==> src/rtl/core/go_back_n_sender_window_macros.svh <==
// Assertion helpers used by the datapath.
`ifndef GO_BACK_N_SENDER_WINDOW_MACROS_SVH
`define GO_BACK_N_SENDER_WINDOW_MACROS_SVH

// The consequent must hold in the same cycle as the antecedent.
`define GBNSW_ASSERT_SAME(label, ante, cons, msg) \
    label: assert property (@(posedge i_clk) disable iff (!i_rst_n) \
        (ante) |-> (cons)) else $error(msg);

// The consequent must hold in the cycle after the antecedent.
`define GBNSW_ASSERT_NEXT(label, ante, cons, msg) \
    label: assert property (@(posedge i_clk) disable iff (!i_rst_n) \
        (ante) |=> (cons)) else $error(msg);

`endif

==> src/rtl/core/gbnsw_pkg.sv <==
`default_nettype none

package gbnsw_pkg;

    localparam int SEQ_W       = 16;
    localparam int RETRY_W     = 8;
    localparam int CFG_W       = 16;
    localparam int CFG_IDX_W   = 1;
    localparam int WINDOW_DEF  = 8;
    localparam int MAX_RESULTS = 8;
    localparam int CNT_W       = $clog2(MAX_RESULTS + 1);

    localparam logic [1:0] ACT_ACK     = 2'd0;
    localparam logic [1:0] ACT_TIMEOUT = 2'd1;
    localparam logic [1:0] ACT_START   = 2'd2;
    localparam logic [1:0] ACT_NONE    = 2'd3;

    localparam logic [1:0] KIND_DATA  = 2'd0;
    localparam logic [1:0] KIND_PROBE = 2'd1;
    localparam logic [1:0] KIND_DONE  = 2'd2;
    localparam logic [1:0] KIND_ABORT = 2'd3;

    localparam logic [CFG_IDX_W-1:0] CFG_FINAL_SEQ   = 1'd0;
    localparam logic [CFG_IDX_W-1:0] CFG_RETRY_LIMIT = 1'd1;

    typedef struct packed {
        logic [1:0]       action;
        logic [SEQ_W-1:0] ack_seq;
        logic [SEQ_W-1:0] peer_window;
    } t_in_item;

    typedef struct packed {
        logic [1:0]       kind;
        logic [SEQ_W-1:0] seq;
        logic             last;
    } t_out_item;

    // Controller to datapath.
    typedef struct packed {
        logic accept;
        logic step_new;
        logic step_old;
    } t_cmd;

    // Datapath to controller.
    typedef struct packed {
        logic slot_free;
        logic go_new;
        logic go_old;
        logic cond_new;
        logic cont_new;
        logic cond_old;
        logic cont_old;
    } t_sts;

endpackage

`default_nettype wire

==> src/rtl/core/gbnsw_chan_if.sv <==
`default_nettype none

interface gbnsw_chan_if #(
    parameter type t_payload = logic
);
    logic     valid;
    logic     ready;
    t_payload data;

    modport source (output valid, output data, input ready);
    modport sink (input valid, input data, output ready);
endinterface

`default_nettype wire

==> src/rtl/core/gbnsw_ctrl.sv <==
`default_nettype none

module gbnsw_ctrl (
    input  wire logic          i_clk,
    input  wire logic          i_rst_n,
    input  wire logic          i_in_valid,
    output logic               o_in_ready,
    input  wire gbnsw_pkg::t_sts i_sts,
    output gbnsw_pkg::t_cmd    o_cmd
);

    localparam logic [1:0] S_IDLE = 2'd0;
    localparam logic [1:0] S_NEW  = 2'd1;
    localparam logic [1:0] S_OLD  = 2'd2;

    logic [1:0] r_state;
    logic [1:0] n_state;

    always_comb begin
        o_in_ready      = (r_state == S_IDLE) && i_sts.slot_free;
        o_cmd.accept    = i_in_valid && o_in_ready;
        o_cmd.step_new  = (r_state == S_NEW) && i_sts.slot_free;
        o_cmd.step_old  = (r_state == S_OLD) && i_sts.slot_free;
    end

    always_comb begin
        n_state = r_state;
        unique case (r_state)
            S_IDLE: begin
                if (o_cmd.accept && i_sts.go_new) begin
                    n_state = S_NEW;
                end else if (o_cmd.accept && i_sts.go_old) begin
                    n_state = S_OLD;
                end
            end
            S_NEW: begin
                if (o_cmd.step_new && (!i_sts.cond_new || !i_sts.cont_new)) begin
                    n_state = S_IDLE;
                end
            end
            S_OLD: begin
                if (o_cmd.step_old && (!i_sts.cond_old || !i_sts.cont_old)) begin
                    n_state = S_IDLE;
                end
            end
            default: begin
                n_state = S_IDLE;
            end
        endcase
    end

    always_ff @(posedge i_clk) begin
        if (!i_rst_n) begin
            r_state <= S_IDLE;
        end else begin
            r_state <= n_state;
        end
    end

endmodule

`default_nettype wire

==> src/rtl/core/gbnsw_datapath.sv <==
`default_nettype none

module gbnsw_datapath #(
    parameter int WINDOW = gbnsw_pkg::WINDOW_DEF
) (
    input  wire logic                               i_clk,
    input  wire logic                               i_rst_n,
    input  wire logic                               i_cfg_we,
    input  wire logic [gbnsw_pkg::CFG_IDX_W-1:0]    i_cfg_idx,
    input  wire logic [gbnsw_pkg::CFG_W-1:0]        i_cfg_data,
    input  wire gbnsw_pkg::t_in_item                i_evt,
    input  wire gbnsw_pkg::t_cmd                    i_cmd,
    output gbnsw_pkg::t_sts                         o_sts,
    output gbnsw_pkg::t_out_item                    o_item,
    output logic                                    o_item_valid,
    input  wire logic                               i_item_ready
);

    `include "go_back_n_sender_window_macros.svh"

    localparam int SW = gbnsw_pkg::SEQ_W;
    localparam int RW = gbnsw_pkg::RETRY_W;
    localparam int CW = gbnsw_pkg::CNT_W;
    localparam logic [SW-1:0] WIN_LIM     = SW'(WINDOW);
    localparam logic [CW-1:0] MAX_CNT     = CW'(gbnsw_pkg::MAX_RESULTS);
    localparam logic [RW-1:0] RETRY_SAT   = {RW{1'b1}};

    // Configuration registers.
    logic [SW-1:0] r_final_seq;
    logic [RW-1:0] r_retry_limit;

    // Sender state.
    logic [SW-1:0] r_base,      n_base;
    logic [SW-1:0] r_next,      n_next;
    logic [SW-1:0] r_plimit,    n_plimit;
    logic [RW-1:0] r_retry,     n_retry;
    logic          r_probing,   n_probing;
    logic          r_final_sent, n_final_sent;
    logic          r_finished,  n_finished;

    // Loop registers: result count and resend pointer.
    logic [CW-1:0] r_cnt,       n_cnt;
    logic [SW:0]   r_ptr,       n_ptr;

    // Output register.
    gbnsw_pkg::t_out_item r_item, n_item;
    logic                 r_item_valid, n_item_valid;
    logic                 load;

    logic [SW-1:0] win;
    logic [SW:0]   win_end;
    logic [SW:0]   top;
    logic          cnt_full;
    logic [CW-1:0] cnt_inc;
    logic          cnt_inc_full;
    logic          fs_after;
    logic [SW-1:0] next_after;
    logic [SW:0]   ptr_inc;

    logic          live;
    logic          ack_done;
    logic [RW-1:0] retry_inc;
    logic          abort;
    logic [SW:0]   ack_plus;

    always_comb begin
        win          = (r_plimit < WIN_LIM) ? r_plimit : WIN_LIM;
        win_end      = {1'b0, r_base} + {1'b0, win};
        top          = r_final_sent ? ({1'b0, r_next} + (SW+1)'(1)) : {1'b0, r_next};
        cnt_full     = r_cnt >= MAX_CNT;
        cnt_inc      = r_cnt + CW'(1);
        cnt_inc_full = cnt_inc >= MAX_CNT;
        fs_after     = r_next >= r_final_seq;
        next_after   = fs_after ? r_next : (r_next + SW'(1));
        ptr_inc      = r_ptr + (SW+1)'(1);

        o_sts.slot_free = !r_item_valid || i_item_ready;
        o_sts.cond_new  = !r_final_sent && !cnt_full && ({1'b0, r_next} < win_end);
        o_sts.cont_new  = !fs_after && !cnt_inc_full && ({1'b0, next_after} < win_end);
        o_sts.cond_old  = (r_ptr < top) && (SW'(r_cnt) < win) && !cnt_full;
        o_sts.cont_old  = (ptr_inc < top) && (SW'(cnt_inc) < win) && !cnt_inc_full;

        live      = !r_finished && (i_evt.action != gbnsw_pkg::ACT_NONE);
        ack_done  = r_final_sent && (i_evt.ack_seq >= r_next);
        retry_inc = (r_retry != RETRY_SAT) ? (r_retry + RW'(1)) : r_retry;
        abort     = retry_inc >= r_retry_limit;
        ack_plus  = {1'b0, i_evt.ack_seq} + (SW+1)'(1);

        o_sts.go_new = live && ((i_evt.action == gbnsw_pkg::ACT_START) ||
                       ((i_evt.action == gbnsw_pkg::ACT_ACK) && !ack_done &&
                        (i_evt.peer_window != '0)));
        o_sts.go_old = live && (i_evt.action == gbnsw_pkg::ACT_TIMEOUT) &&
                       !abort && !r_probing;
    end

    always_comb begin
        n_base       = r_base;
        n_next       = r_next;
        n_plimit     = r_plimit;
        n_retry      = r_retry;
        n_probing    = r_probing;
        n_final_sent = r_final_sent;
        n_finished   = r_finished;
        n_cnt        = r_cnt;
        n_ptr        = r_ptr;
        n_item       = r_item;
        load         = 1'b0;

        if (i_cmd.accept) begin
            n_cnt = '0;
            n_ptr = {1'b0, r_base};
            if (live) begin
                unique case (i_evt.action)
                    gbnsw_pkg::ACT_START: begin
                        n_retry = '0;
                    end
                    gbnsw_pkg::ACT_ACK: begin
                        n_retry = '0;
                        if (ack_done) begin
                            n_finished = 1'b1;
                            n_probing  = 1'b0;
                            n_base     = r_next;
                            load       = 1'b1;
                            n_item     = '{kind: gbnsw_pkg::KIND_DONE, seq: '0, last: 1'b1};
                        end else if (i_evt.peer_window == '0) begin
                            n_probing = 1'b1;
                            load      = 1'b1;
                            n_item    = '{kind: gbnsw_pkg::KIND_PROBE, seq: '0, last: 1'b1};
                        end else begin
                            n_probing = 1'b0;
                            n_plimit  = i_evt.peer_window;
                            if (i_evt.ack_seq >= r_base) begin
                                n_base = (ack_plus < {1'b0, r_next}) ? ack_plus[SW-1:0]
                                                                      : r_next;
                            end
                        end
                    end
                    gbnsw_pkg::ACT_TIMEOUT: begin
                        n_retry = retry_inc;
                        if (abort) begin
                            n_finished = 1'b1;
                            load       = 1'b1;
                            n_item     = '{kind: gbnsw_pkg::KIND_ABORT, seq: '0, last: 1'b1};
                        end else if (r_probing) begin
                            load   = 1'b1;
                            n_item = '{kind: gbnsw_pkg::KIND_PROBE, seq: '0, last: 1'b1};
                        end
                    end
                    default: begin
                        n_retry = r_retry;
                    end
                endcase
            end
        end else if (i_cmd.step_new && o_sts.cond_new) begin
            load         = 1'b1;
            n_item       = '{kind: gbnsw_pkg::KIND_DATA, seq: r_next,
                             last: !o_sts.cont_new};
            n_final_sent = fs_after;
            n_next       = next_after;
            n_cnt        = cnt_inc;
        end else if (i_cmd.step_old && o_sts.cond_old) begin
            load   = 1'b1;
            n_item = '{kind: gbnsw_pkg::KIND_DATA, seq: r_ptr[SW-1:0],
                       last: !o_sts.cont_old};
            n_ptr  = ptr_inc;
            n_cnt  = cnt_inc;
        end

        n_item_valid = load ? 1'b1 : (i_item_ready ? 1'b0 : r_item_valid);
    end

    always_ff @(posedge i_clk) begin
        if (!i_rst_n) begin
            r_final_seq   <= SW'(1);
            r_retry_limit <= RW'(5);
            r_base        <= SW'(1);
            r_next        <= SW'(1);
            r_plimit      <= WIN_LIM;
            r_retry       <= '0;
            r_probing     <= 1'b0;
            r_final_sent  <= 1'b0;
            r_finished    <= 1'b0;
            r_cnt         <= '0;
            r_item_valid  <= 1'b0;
        end else begin
            if (i_cfg_we && (i_cfg_idx == gbnsw_pkg::CFG_FINAL_SEQ)) begin
                r_final_seq <= i_cfg_data[SW-1:0];
            end
            if (i_cfg_we && (i_cfg_idx == gbnsw_pkg::CFG_RETRY_LIMIT)) begin
                r_retry_limit <= i_cfg_data[RW-1:0];
            end
            r_base       <= n_base;
            r_next       <= n_next;
            r_plimit     <= n_plimit;
            r_retry      <= n_retry;
            r_probing    <= n_probing;
            r_final_sent <= n_final_sent;
            r_finished   <= n_finished;
            r_cnt        <= n_cnt;
            r_item_valid <= n_item_valid;
        end
    end

    always_ff @(posedge i_clk) begin
        r_ptr  <= n_ptr;
        r_item <= n_item;
    end

    assign o_item       = r_item;
    assign o_item_valid = r_item_valid;

    `GBNSW_ASSERT_NEXT(a_finished_sticks, r_finished, r_finished, "finished flag dropped")
    `GBNSW_ASSERT_NEXT(a_final_holds_next, r_final_sent, $stable(r_next), "next_seq moved after final")
    `GBNSW_ASSERT_SAME(a_base_le_next, 1'b1, r_base <= r_next, "window base passed next_seq")
    `GBNSW_ASSERT_SAME(a_cnt_bound, 1'b1, r_cnt <= MAX_CNT, "result count overran")

endmodule

`default_nettype wire

==> src/rtl/core/go_back_n_sender_window.sv <==
`default_nettype none

// Go-Back-N sender window control. Each event transfer (acknowledgement,
// timeout or start) is turned into a burst of commands, possibly none, on the
// result channel: data sends, a window probe, done or abort, with last set on
// the final one of the burst. An event that sends data packets (up to 8, one
// per cycle from the send loop in the datapath while the result channel does
// not stall) keeps the block busy until the loop ends. The next event is taken
// only once the output register is empty or its result is transferred in that
// same cycle. After done or abort all events are ignored until reset.
module go_back_n_sender_window #(
    parameter int WINDOW = gbnsw_pkg::WINDOW_DEF
) (
    input  wire logic                            i_clk,
    input  wire logic                            i_rst_n,
    input  wire logic                            i_cfg_we,
    input  wire logic [gbnsw_pkg::CFG_IDX_W-1:0] i_cfg_idx,
    input  wire logic [gbnsw_pkg::CFG_W-1:0]     i_cfg_data,
    gbnsw_chan_if.sink                           i_evt,
    gbnsw_chan_if.source                         o_res
);

    gbnsw_pkg::t_cmd cmd;
    gbnsw_pkg::t_sts sts;

    gbnsw_ctrl u_ctrl (
        .i_clk      (i_clk),
        .i_rst_n    (i_rst_n),
        .i_in_valid (i_evt.valid),
        .o_in_ready (i_evt.ready),
        .i_sts      (sts),
        .o_cmd      (cmd)
    );

    gbnsw_datapath #(
        .WINDOW (WINDOW)
    ) u_datapath (
        .i_clk        (i_clk),
        .i_rst_n      (i_rst_n),
        .i_cfg_we     (i_cfg_we),
        .i_cfg_idx    (i_cfg_idx),
        .i_cfg_data   (i_cfg_data),
        .i_evt        (i_evt.data),
        .i_cmd        (cmd),
        .o_sts        (sts),
        .o_item       (o_res.data),
        .o_item_valid (o_res.valid),
        .i_item_ready (o_res.ready)
    );

endmodule

`default_nettype wire

==> src/flat_wrapper.sv <==
// flat-port wrapper written by rule: the top's interface ports become plain ports
module go_back_n_sender_window_flat 
#(
    parameter int WINDOW = gbnsw_pkg::WINDOW_DEF
)
  (i_clk, i_rst_n, i_cfg_we, i_cfg_idx, i_cfg_data, i_evt_valid, i_evt_data, i_evt_ready, o_res_valid, o_res_data, o_res_ready);
  gbnsw_chan_if #(.t_payload(gbnsw_pkg::t_in_item)) i_evt_i ();
  gbnsw_chan_if #(.t_payload(gbnsw_pkg::t_out_item)) o_res_i ();
  input  wire logic i_clk;
  input  wire logic i_rst_n;
  input  wire logic i_cfg_we;
  input  wire logic [gbnsw_pkg::CFG_IDX_W-1:0] i_cfg_idx;
  input  wire logic [gbnsw_pkg::CFG_W-1:0] i_cfg_data;
  input wire logic [$bits(i_evt_i.valid)-1:0] i_evt_valid;
  input wire logic [$bits(i_evt_i.data)-1:0] i_evt_data;
  output wire logic [$bits(i_evt_i.ready)-1:0] i_evt_ready;
  output wire logic [$bits(o_res_i.valid)-1:0] o_res_valid;
  output wire logic [$bits(o_res_i.data)-1:0] o_res_data;
  input wire logic [$bits(o_res_i.ready)-1:0] o_res_ready;
  assign i_evt_i.valid = i_evt_valid;
  assign i_evt_i.data = i_evt_data;
  assign i_evt_ready = i_evt_i.ready;
  assign o_res_valid = o_res_i.valid;
  assign o_res_data = o_res_i.data;
  assign o_res_i.ready = o_res_ready;
  go_back_n_sender_window #(.WINDOW(WINDOW)) u_core (.i_clk(i_clk), .i_rst_n(i_rst_n), .i_cfg_we(i_cfg_we), .i_cfg_idx(i_cfg_idx), .i_cfg_data(i_cfg_data), .i_evt(i_evt_i), .o_res(o_res_i));
endmodule
==> config.mk <==
export PLATFORM = sky130hd
export DESIGN_NAME = go_back_n_sender_window_flat
export DESIGN_NICKNAME = d
export VERILOG_FILES = /design/src/rtl/core/gbnsw_pkg.sv /design/src/rtl/core/gbnsw_chan_if.sv /design/src/rtl/core/gbnsw_ctrl.sv /design/src/rtl/core/gbnsw_datapath.sv /design/src/rtl/core/go_back_n_sender_window.sv /design/src/flat_wrapper.sv
export VERILOG_INCLUDE_DIRS = /design/src /design/src/rtl/core
export SDC_FILE = /design/constraint.sdc
export NUM_CORES = 1
export LEC_CHECK = 0
export ABC_AREA = 1
export BUFFER_PORTS_ARGS = -buffer_cell sky130_fd_sc_hd__buf_2
export CORE_ASPECT_RATIO = 1.2
export CORE_UTILIZATION = 35
export CTS_BUF_LIST = sky130_fd_sc_hd__clkbuf_4 sky130_fd_sc_hd__clkbuf_8
export DETAILED_ROUTE_END_ITERATION = 6
export PLACE_DENSITY = 0.63
export RECOVER_POWER = 50
export SLEW_MARGIN = 20
export SYNTH_ARGS = -nofsm -noshare
export SYNTH_HDL_FRONTEND = slang
export SYNTH_HIERARCHICAL = 1
export SYNTH_SLANG_ARGS = --single-unit
==> constraint.sdc <==
create_clock -name i_clk -period 4.1 [get_ports i_clk]
set_input_delay 0.205 -clock i_clk [delete_from_list [all_inputs] [get_ports i_clk]]
set_output_delay 0.205 -clock i_clk [all_outputs]
set_load 0.01 [all_outputs]
==> results.txt <==
- At the worst endpoint, the arrival time is between 4000 and 5000 ps.
- The checks that failed: setup timing.
* Logic depth of the worst path, buffers included: 28
* CTS H-Tree Depth: 4
* Nets: 1917
- Die span in y: 193.0 µm
- DP HPWL: 26840 µm
- Most frequent standard cell in the layout excluding fill and tap cells: sky130_fd_sc_hd__nand2_1
- Largest family of logic cells by synthesized area: simple AND/OR/NAND/NOR gates
- Portion of netlist area occupied by mux cells: 0.001058
* Peak clock frequency supported by timing: roughly 240 MHz
* Critical Path Source Type: register
- IR Drop Worst-Case VDD: between 0.0002 and 0.00025 V
* Comb power frac: 0.455
- The final count of hold timing violations came to 0.
- The most used flip-flop cell after synthesis is sky130_fd_sc_hd__dfxtp_1.
* Vias after detailed routing: 10.65k
- At the pin with the least slew margin, the transition time is 852.4 ps.
- Across every metal layer, demand over resource in global routing totals 0.2141.
* Compound-cell area share of the yosys netlist: 0.1561
* Synth cell types: 53
- Of the total synthesized cell area, the portion taken by full adders, half adders and majority gates is 0.1876.
- Summing all multi-input logic gate instances after layout gives between 7000 and 8000 µm².
- Net Sw Frac: 0.4090
- The max-slew violation count came to 0.
- Of the synthesized area, sequential elements account for 0.2699.
- The first global-routing pass estimated 51190 µm of wire.
- The worst path in the final design needs a cycle of 4231 ps, including I/O delays and setup.
- After synthesis the netlist holds a flip-flop and latch count of 126.
- Once detail routing completed, the nets flagged for antenna violations numbered 0.
* Number of standard cells after synthesis: 1511
- Number of antenna violations at the first check in global routing: 0
- Of the cells placed in the final design, the portion with a size suffix greater than 1 is 0.1895.
- The cell sitting at the root of the clock tree is a sky130_fd_sc_hd__clkbuf_8.
- For this configuration, the core starts out at a cell density of 0.3574.
- A synthesized cell averages approximately 7.0 µm².
- Pwr/cell area: 348.0 nW/µm²
- Setup violations remaining at the end of the flow were counted as 67.
- First-pass DRT Iterations: 6
- Cell row count: 69
- Std-Cell Core Area: 29780 µm²
- Max-cap check violation count: 0
* Mapped cell area: 10650 µm²
- First element of the critical path: u_core/u_datapath/r_plimit[7]
- In this run the critical register-to-register path is launched from u_core/u_datapath/r_plimit[7].
- The top cell types in the final layout, fill and taps aside, are sky130_fd_sc_hd__nand2_1, sky130_fd_sc_hd__inv_1, sky130_fd_sc_hd__ha_1, sky130_fd_sc_hd__nor2_1, sky130_fd_sc_hd__a21oi_1.
- In this run, synthesis inferred 35 flip-flops with an integrated enable.
- Synthesized-area fraction occupied by xor and xnor cells: 0.04690
* Maximum number of pins on one net before global-route repair: 75
* DP Worst Slack: -78.16 ps
- Critical-path cell with the highest stage delay: sky130_fd_sc_hd__fa_2
- Total congestion overflow: 0
- At the end of routability-driven placement, the weighted congestion stood at 0.9585.
* Cell Count Post-Placement: a little over 2k
- Measured along the x axis, the die boundary spans ~160 µm.
- Setup repair after global routing could not meet its margin everywhere.
- Violation count after the first detailed-route iteration: 659
* Worst Path Class, Setup: register to register
- The cell family contributing the most delay on the critical path is compound AO/OA/AOI/OAI gates.
* Status: finished, violations left
* Area occupied by registers: 2877 µm²
* Buf/Inv on CP: 4
* Max Fanout on Critical Path: 8
- The die covers 31120 µm².
- Across all hold checks on the routed design, the worst slack comes to 30.25 ps.
- In this run the register-to-register setup slack is -130 ps.
- Clock-pin slew was measured on the worst setup and hold paths at 90 ps.
- Sequential power share: 0.327
* Slack of the critical path: -131.2 ps
- Worst path max stage delay: around 370 ps
- Of the total synthesized cell area, the portion taken by AND, OR, NAND and NOR gates is 0.2499.
- Cell count of the worst reg-to-reg path: 28
- In this run the count of I/O pins placed on the die edge is 77.
- Final period util: 1.032
- Synthesis-to-finish area growth: 24.29%
* Clock tree from TritonCTS: done
* Standby leakage power: 6.210 nW
- Data on the critical path is required at its endpoint by approximately 4300 ps.
- The number of global-route vias before repair was between 9k and 10k.
* Maximum buffer depth of the clock tree: 2
- DRT Wirelength: 34040 µm
- Once layout is complete, the cells apart from fillers number about 2.1k.
* Clock Power Share: 0.217
- The clock drives 126 sinks.
* Async set or reset register ratio after synthesis: 0
* Number of buffers created by CTS: 17
- Number of input and output port buffers inserted: 76
- In the routed design, unresolved DRC markers number 0.
* Crit end category: register
- After detailed routing, the average wire length per cell comes to about 16 µm.
- Class of the most critical hold timing path: input pin to register
- Internal cell power: 2.721 mW
- Worst flop-to-flop path endpoint: u_core/u_datapath/r_ptr[14]
* CP Capture Point: u_core/u_datapath/r_ptr[14]
- Vias per std cell: 5.059
- In this run the power spent charging and discharging nets is 1.883 mW.
- Diode insertion count for antenna repair: 0
- For this run, the number of Yosys warnings is 6.
- Layout fillers: between 3k and 4k
- Maximum clock skew at final layout: 16.26 ps
* Worst-skew pair later-pin latency: 470 ps
- Measured against its own limit, the worst slew margin works out to 0.4311.
[stage by stage]
step / power (mW) / instance area (µm²) / TNS [ps] / utilization
finish: 4.605 / 13230 / -4688 / 0.4442
global route: 4.926 / 13230 / -22580 / 0.4442
CTS: 4.466 / 12750 / -108.0 / 0.4281
detailed placement: 3.408 / 12180 / -1523 / 0.4088
global placement: 3.368 / 12180 / 0 / 0.4088
floorplan: 2.707 / 10690 / 0 / -
[layer usage]
layer | vias to the layer above | wire (µm) | track usage
li1 | 5402 | - | -
met1 | 4891 | 14550 | 0.2612
met2 | 286 | 16270 | 0.3684
met3 | 70 | 1882 | 0.03679
met4 | 0 | 1341 | 0.09724
met5 | - | 0 | 0
[registers in the layout, summed over array words and instances, names as in the netlist]
name and cells:
u_core/u_datapath/o_item 19, u_core/u_datapath/r_ptr 17, u_core/u_datapath/r_base 16, u_core/u_datapath/r_final_seq 16
u_core/u_datapath/r_next 16, u_core/u_datapath/r_plimit 16, u_core/u_datapath/r_retry 8, u_core/u_datapath/r_retry_limit 8
u_core/u_datapath/r_cnt 4, u_core/u_ctrl/r_state 2, u_core/u_datapath/o_item_valid 1, u_core/u_datapath/r_final_sent 1
u_core/u_datapath/r_finished 1, u_core/u_datapath/r_probing 1
[area by class of cell]
type,count,area share
tap,390,0.03688
multi-input combinational,1155,0.5422
sequential,126,0.2174
timing repair buffer,202,0.1198
inverter,200,0.05740
clock buffer,20,0.01986
clock inverter,12,0.006430
[Yosys cell counts (2+ instances only)]
cell type,number,area [µm²]
sky130_fd_sc_hd__ha_1,158,1977
sky130_fd_sc_hd__nand3_2,3,30.03
sky130_fd_sc_hd__buf_2,9,45.04
sky130_fd_sc_hd__a21oi_2,8,70.07
sky130_fd_sc_hd__nor2_1,157,589.3
sky130_fd_sc_hd__o21ai_0,117,585.6
sky130_fd_sc_hd__nor3b_2,2,25.02
sky130_fd_sc_hd__clkbuf_1,25,93.84
sky130_fd_sc_hd__buf_4,3,22.52
sky130_fd_sc_hd__o221a_2,2,22.52
sky130_fd_sc_hd__buf_1,2,7.510
sky130_fd_sc_hd__a21oi_1,127,635.6
sky130_fd_sc_hd__nor3_2,4,40.04
sky130_fd_sc_hd__nor4_1,8,50.05
sky130_fd_sc_hd__o211ai_1,5,37.54
sky130_fd_sc_hd__nand2_2,11,68.82
sky130_fd_sc_hd__a31oi_1,7,43.79
sky130_fd_sc_hd__o21a_1,5,37.54
sky130_fd_sc_hd__nand2_1,328,1231
sky130_fd_sc_hd__xor2_1,43,376.6
sky130_fd_sc_hd__nand3b_1,2,15.01
sky130_fd_sc_hd__nor3_1,17,85.08
sky130_fd_sc_hd__a211oi_1,5,37.54
sky130_fd_sc_hd__a2111oi_0,2,17.52
sky130_fd_sc_hd__o21ai_1,12,60.06
sky130_fd_sc_hd__inv_1,193,724.4
sky130_fd_sc_hd__nand4_1,29,181.4
sky130_fd_sc_hd__nand3_1,52,260.3
sky130_fd_sc_hd__xnor2_1,14,122.6
sky130_fd_sc_hd__or3_1,2,12.51
sky130_fd_sc_hd__o21bai_1,4,30.03
sky130_fd_sc_hd__a21o_1,2,15.01
sky130_fd_sc_hd__a31o_2,3,26.28
sky130_fd_sc_hd__edfxtp_1,35,1051
sky130_fd_sc_hd__dfxtp_1,91,1822
sky130_fd_sc_hd__inv_2,5,18.77
sky130_fd_sc_hd__nor2_2,3,18.77
[worst min-delay path, stage by stage]
cell                      delay (ps)
sky130_fd_sc_hd__buf_2            80
sky130_fd_sc_hd__o21ai_0          70
sky130_fd_sc_hd__a21oi_1         100
[worst min path at each step]
stage	start	endpoint	slack, ps	cells after the start
2_1_floorplan	i_cfg_data[0]	u_core/u_datapath/r_retry_limit[0]	320	2
3_3_place_gp	i_cfg_data[0]	u_core/u_datapath/r_retry_limit[0]	440	3
3_5_place_dp	i_cfg_data[0]	u_core/u_datapath/r_retry_limit[0]	440	3
4_1_cts	i_cfg_data[3]	u_core/u_datapath/r_final_seq[3]	0.2	3
5_1_grt	i_cfg_data[5]	u_core/u_datapath/r_retry_limit[5]	20	3
6_report	i_cfg_data[8]	u_core/u_datapath/r_final_seq[8]	30	3
[logic make-up after synthesis]
group,count (synthesis)
simple gates,622
compound gates,304
buf+inv,241
fa+ha+maj,159
flops,126
xor+xnor,57
other cells,1
mux,1
[power by group through the flow]
stage                     sequential, mW  clock (mW)  combinational, mW
after floorplan                     1.52           0               1.18
after global placement              1.53           0               1.84
after detailed placement            1.53           0               1.88
after CTS                           1.50        1.03               1.93
after global routing                1.52        1.08               2.33
final                               1.51        1.00               2.10
[what timing repair did]
item                                    4_1_cts  5_1_grt
gates cloned                                  2        7
pin swaps                                     2       36
resized for setup                            16       94
setup buffers                                 4        9
hold buffers                                  6        0
endpoints found under the hold margin         7        0
endpoints found under the setup margin       54       75
Power figures use the tool's default switching activity.
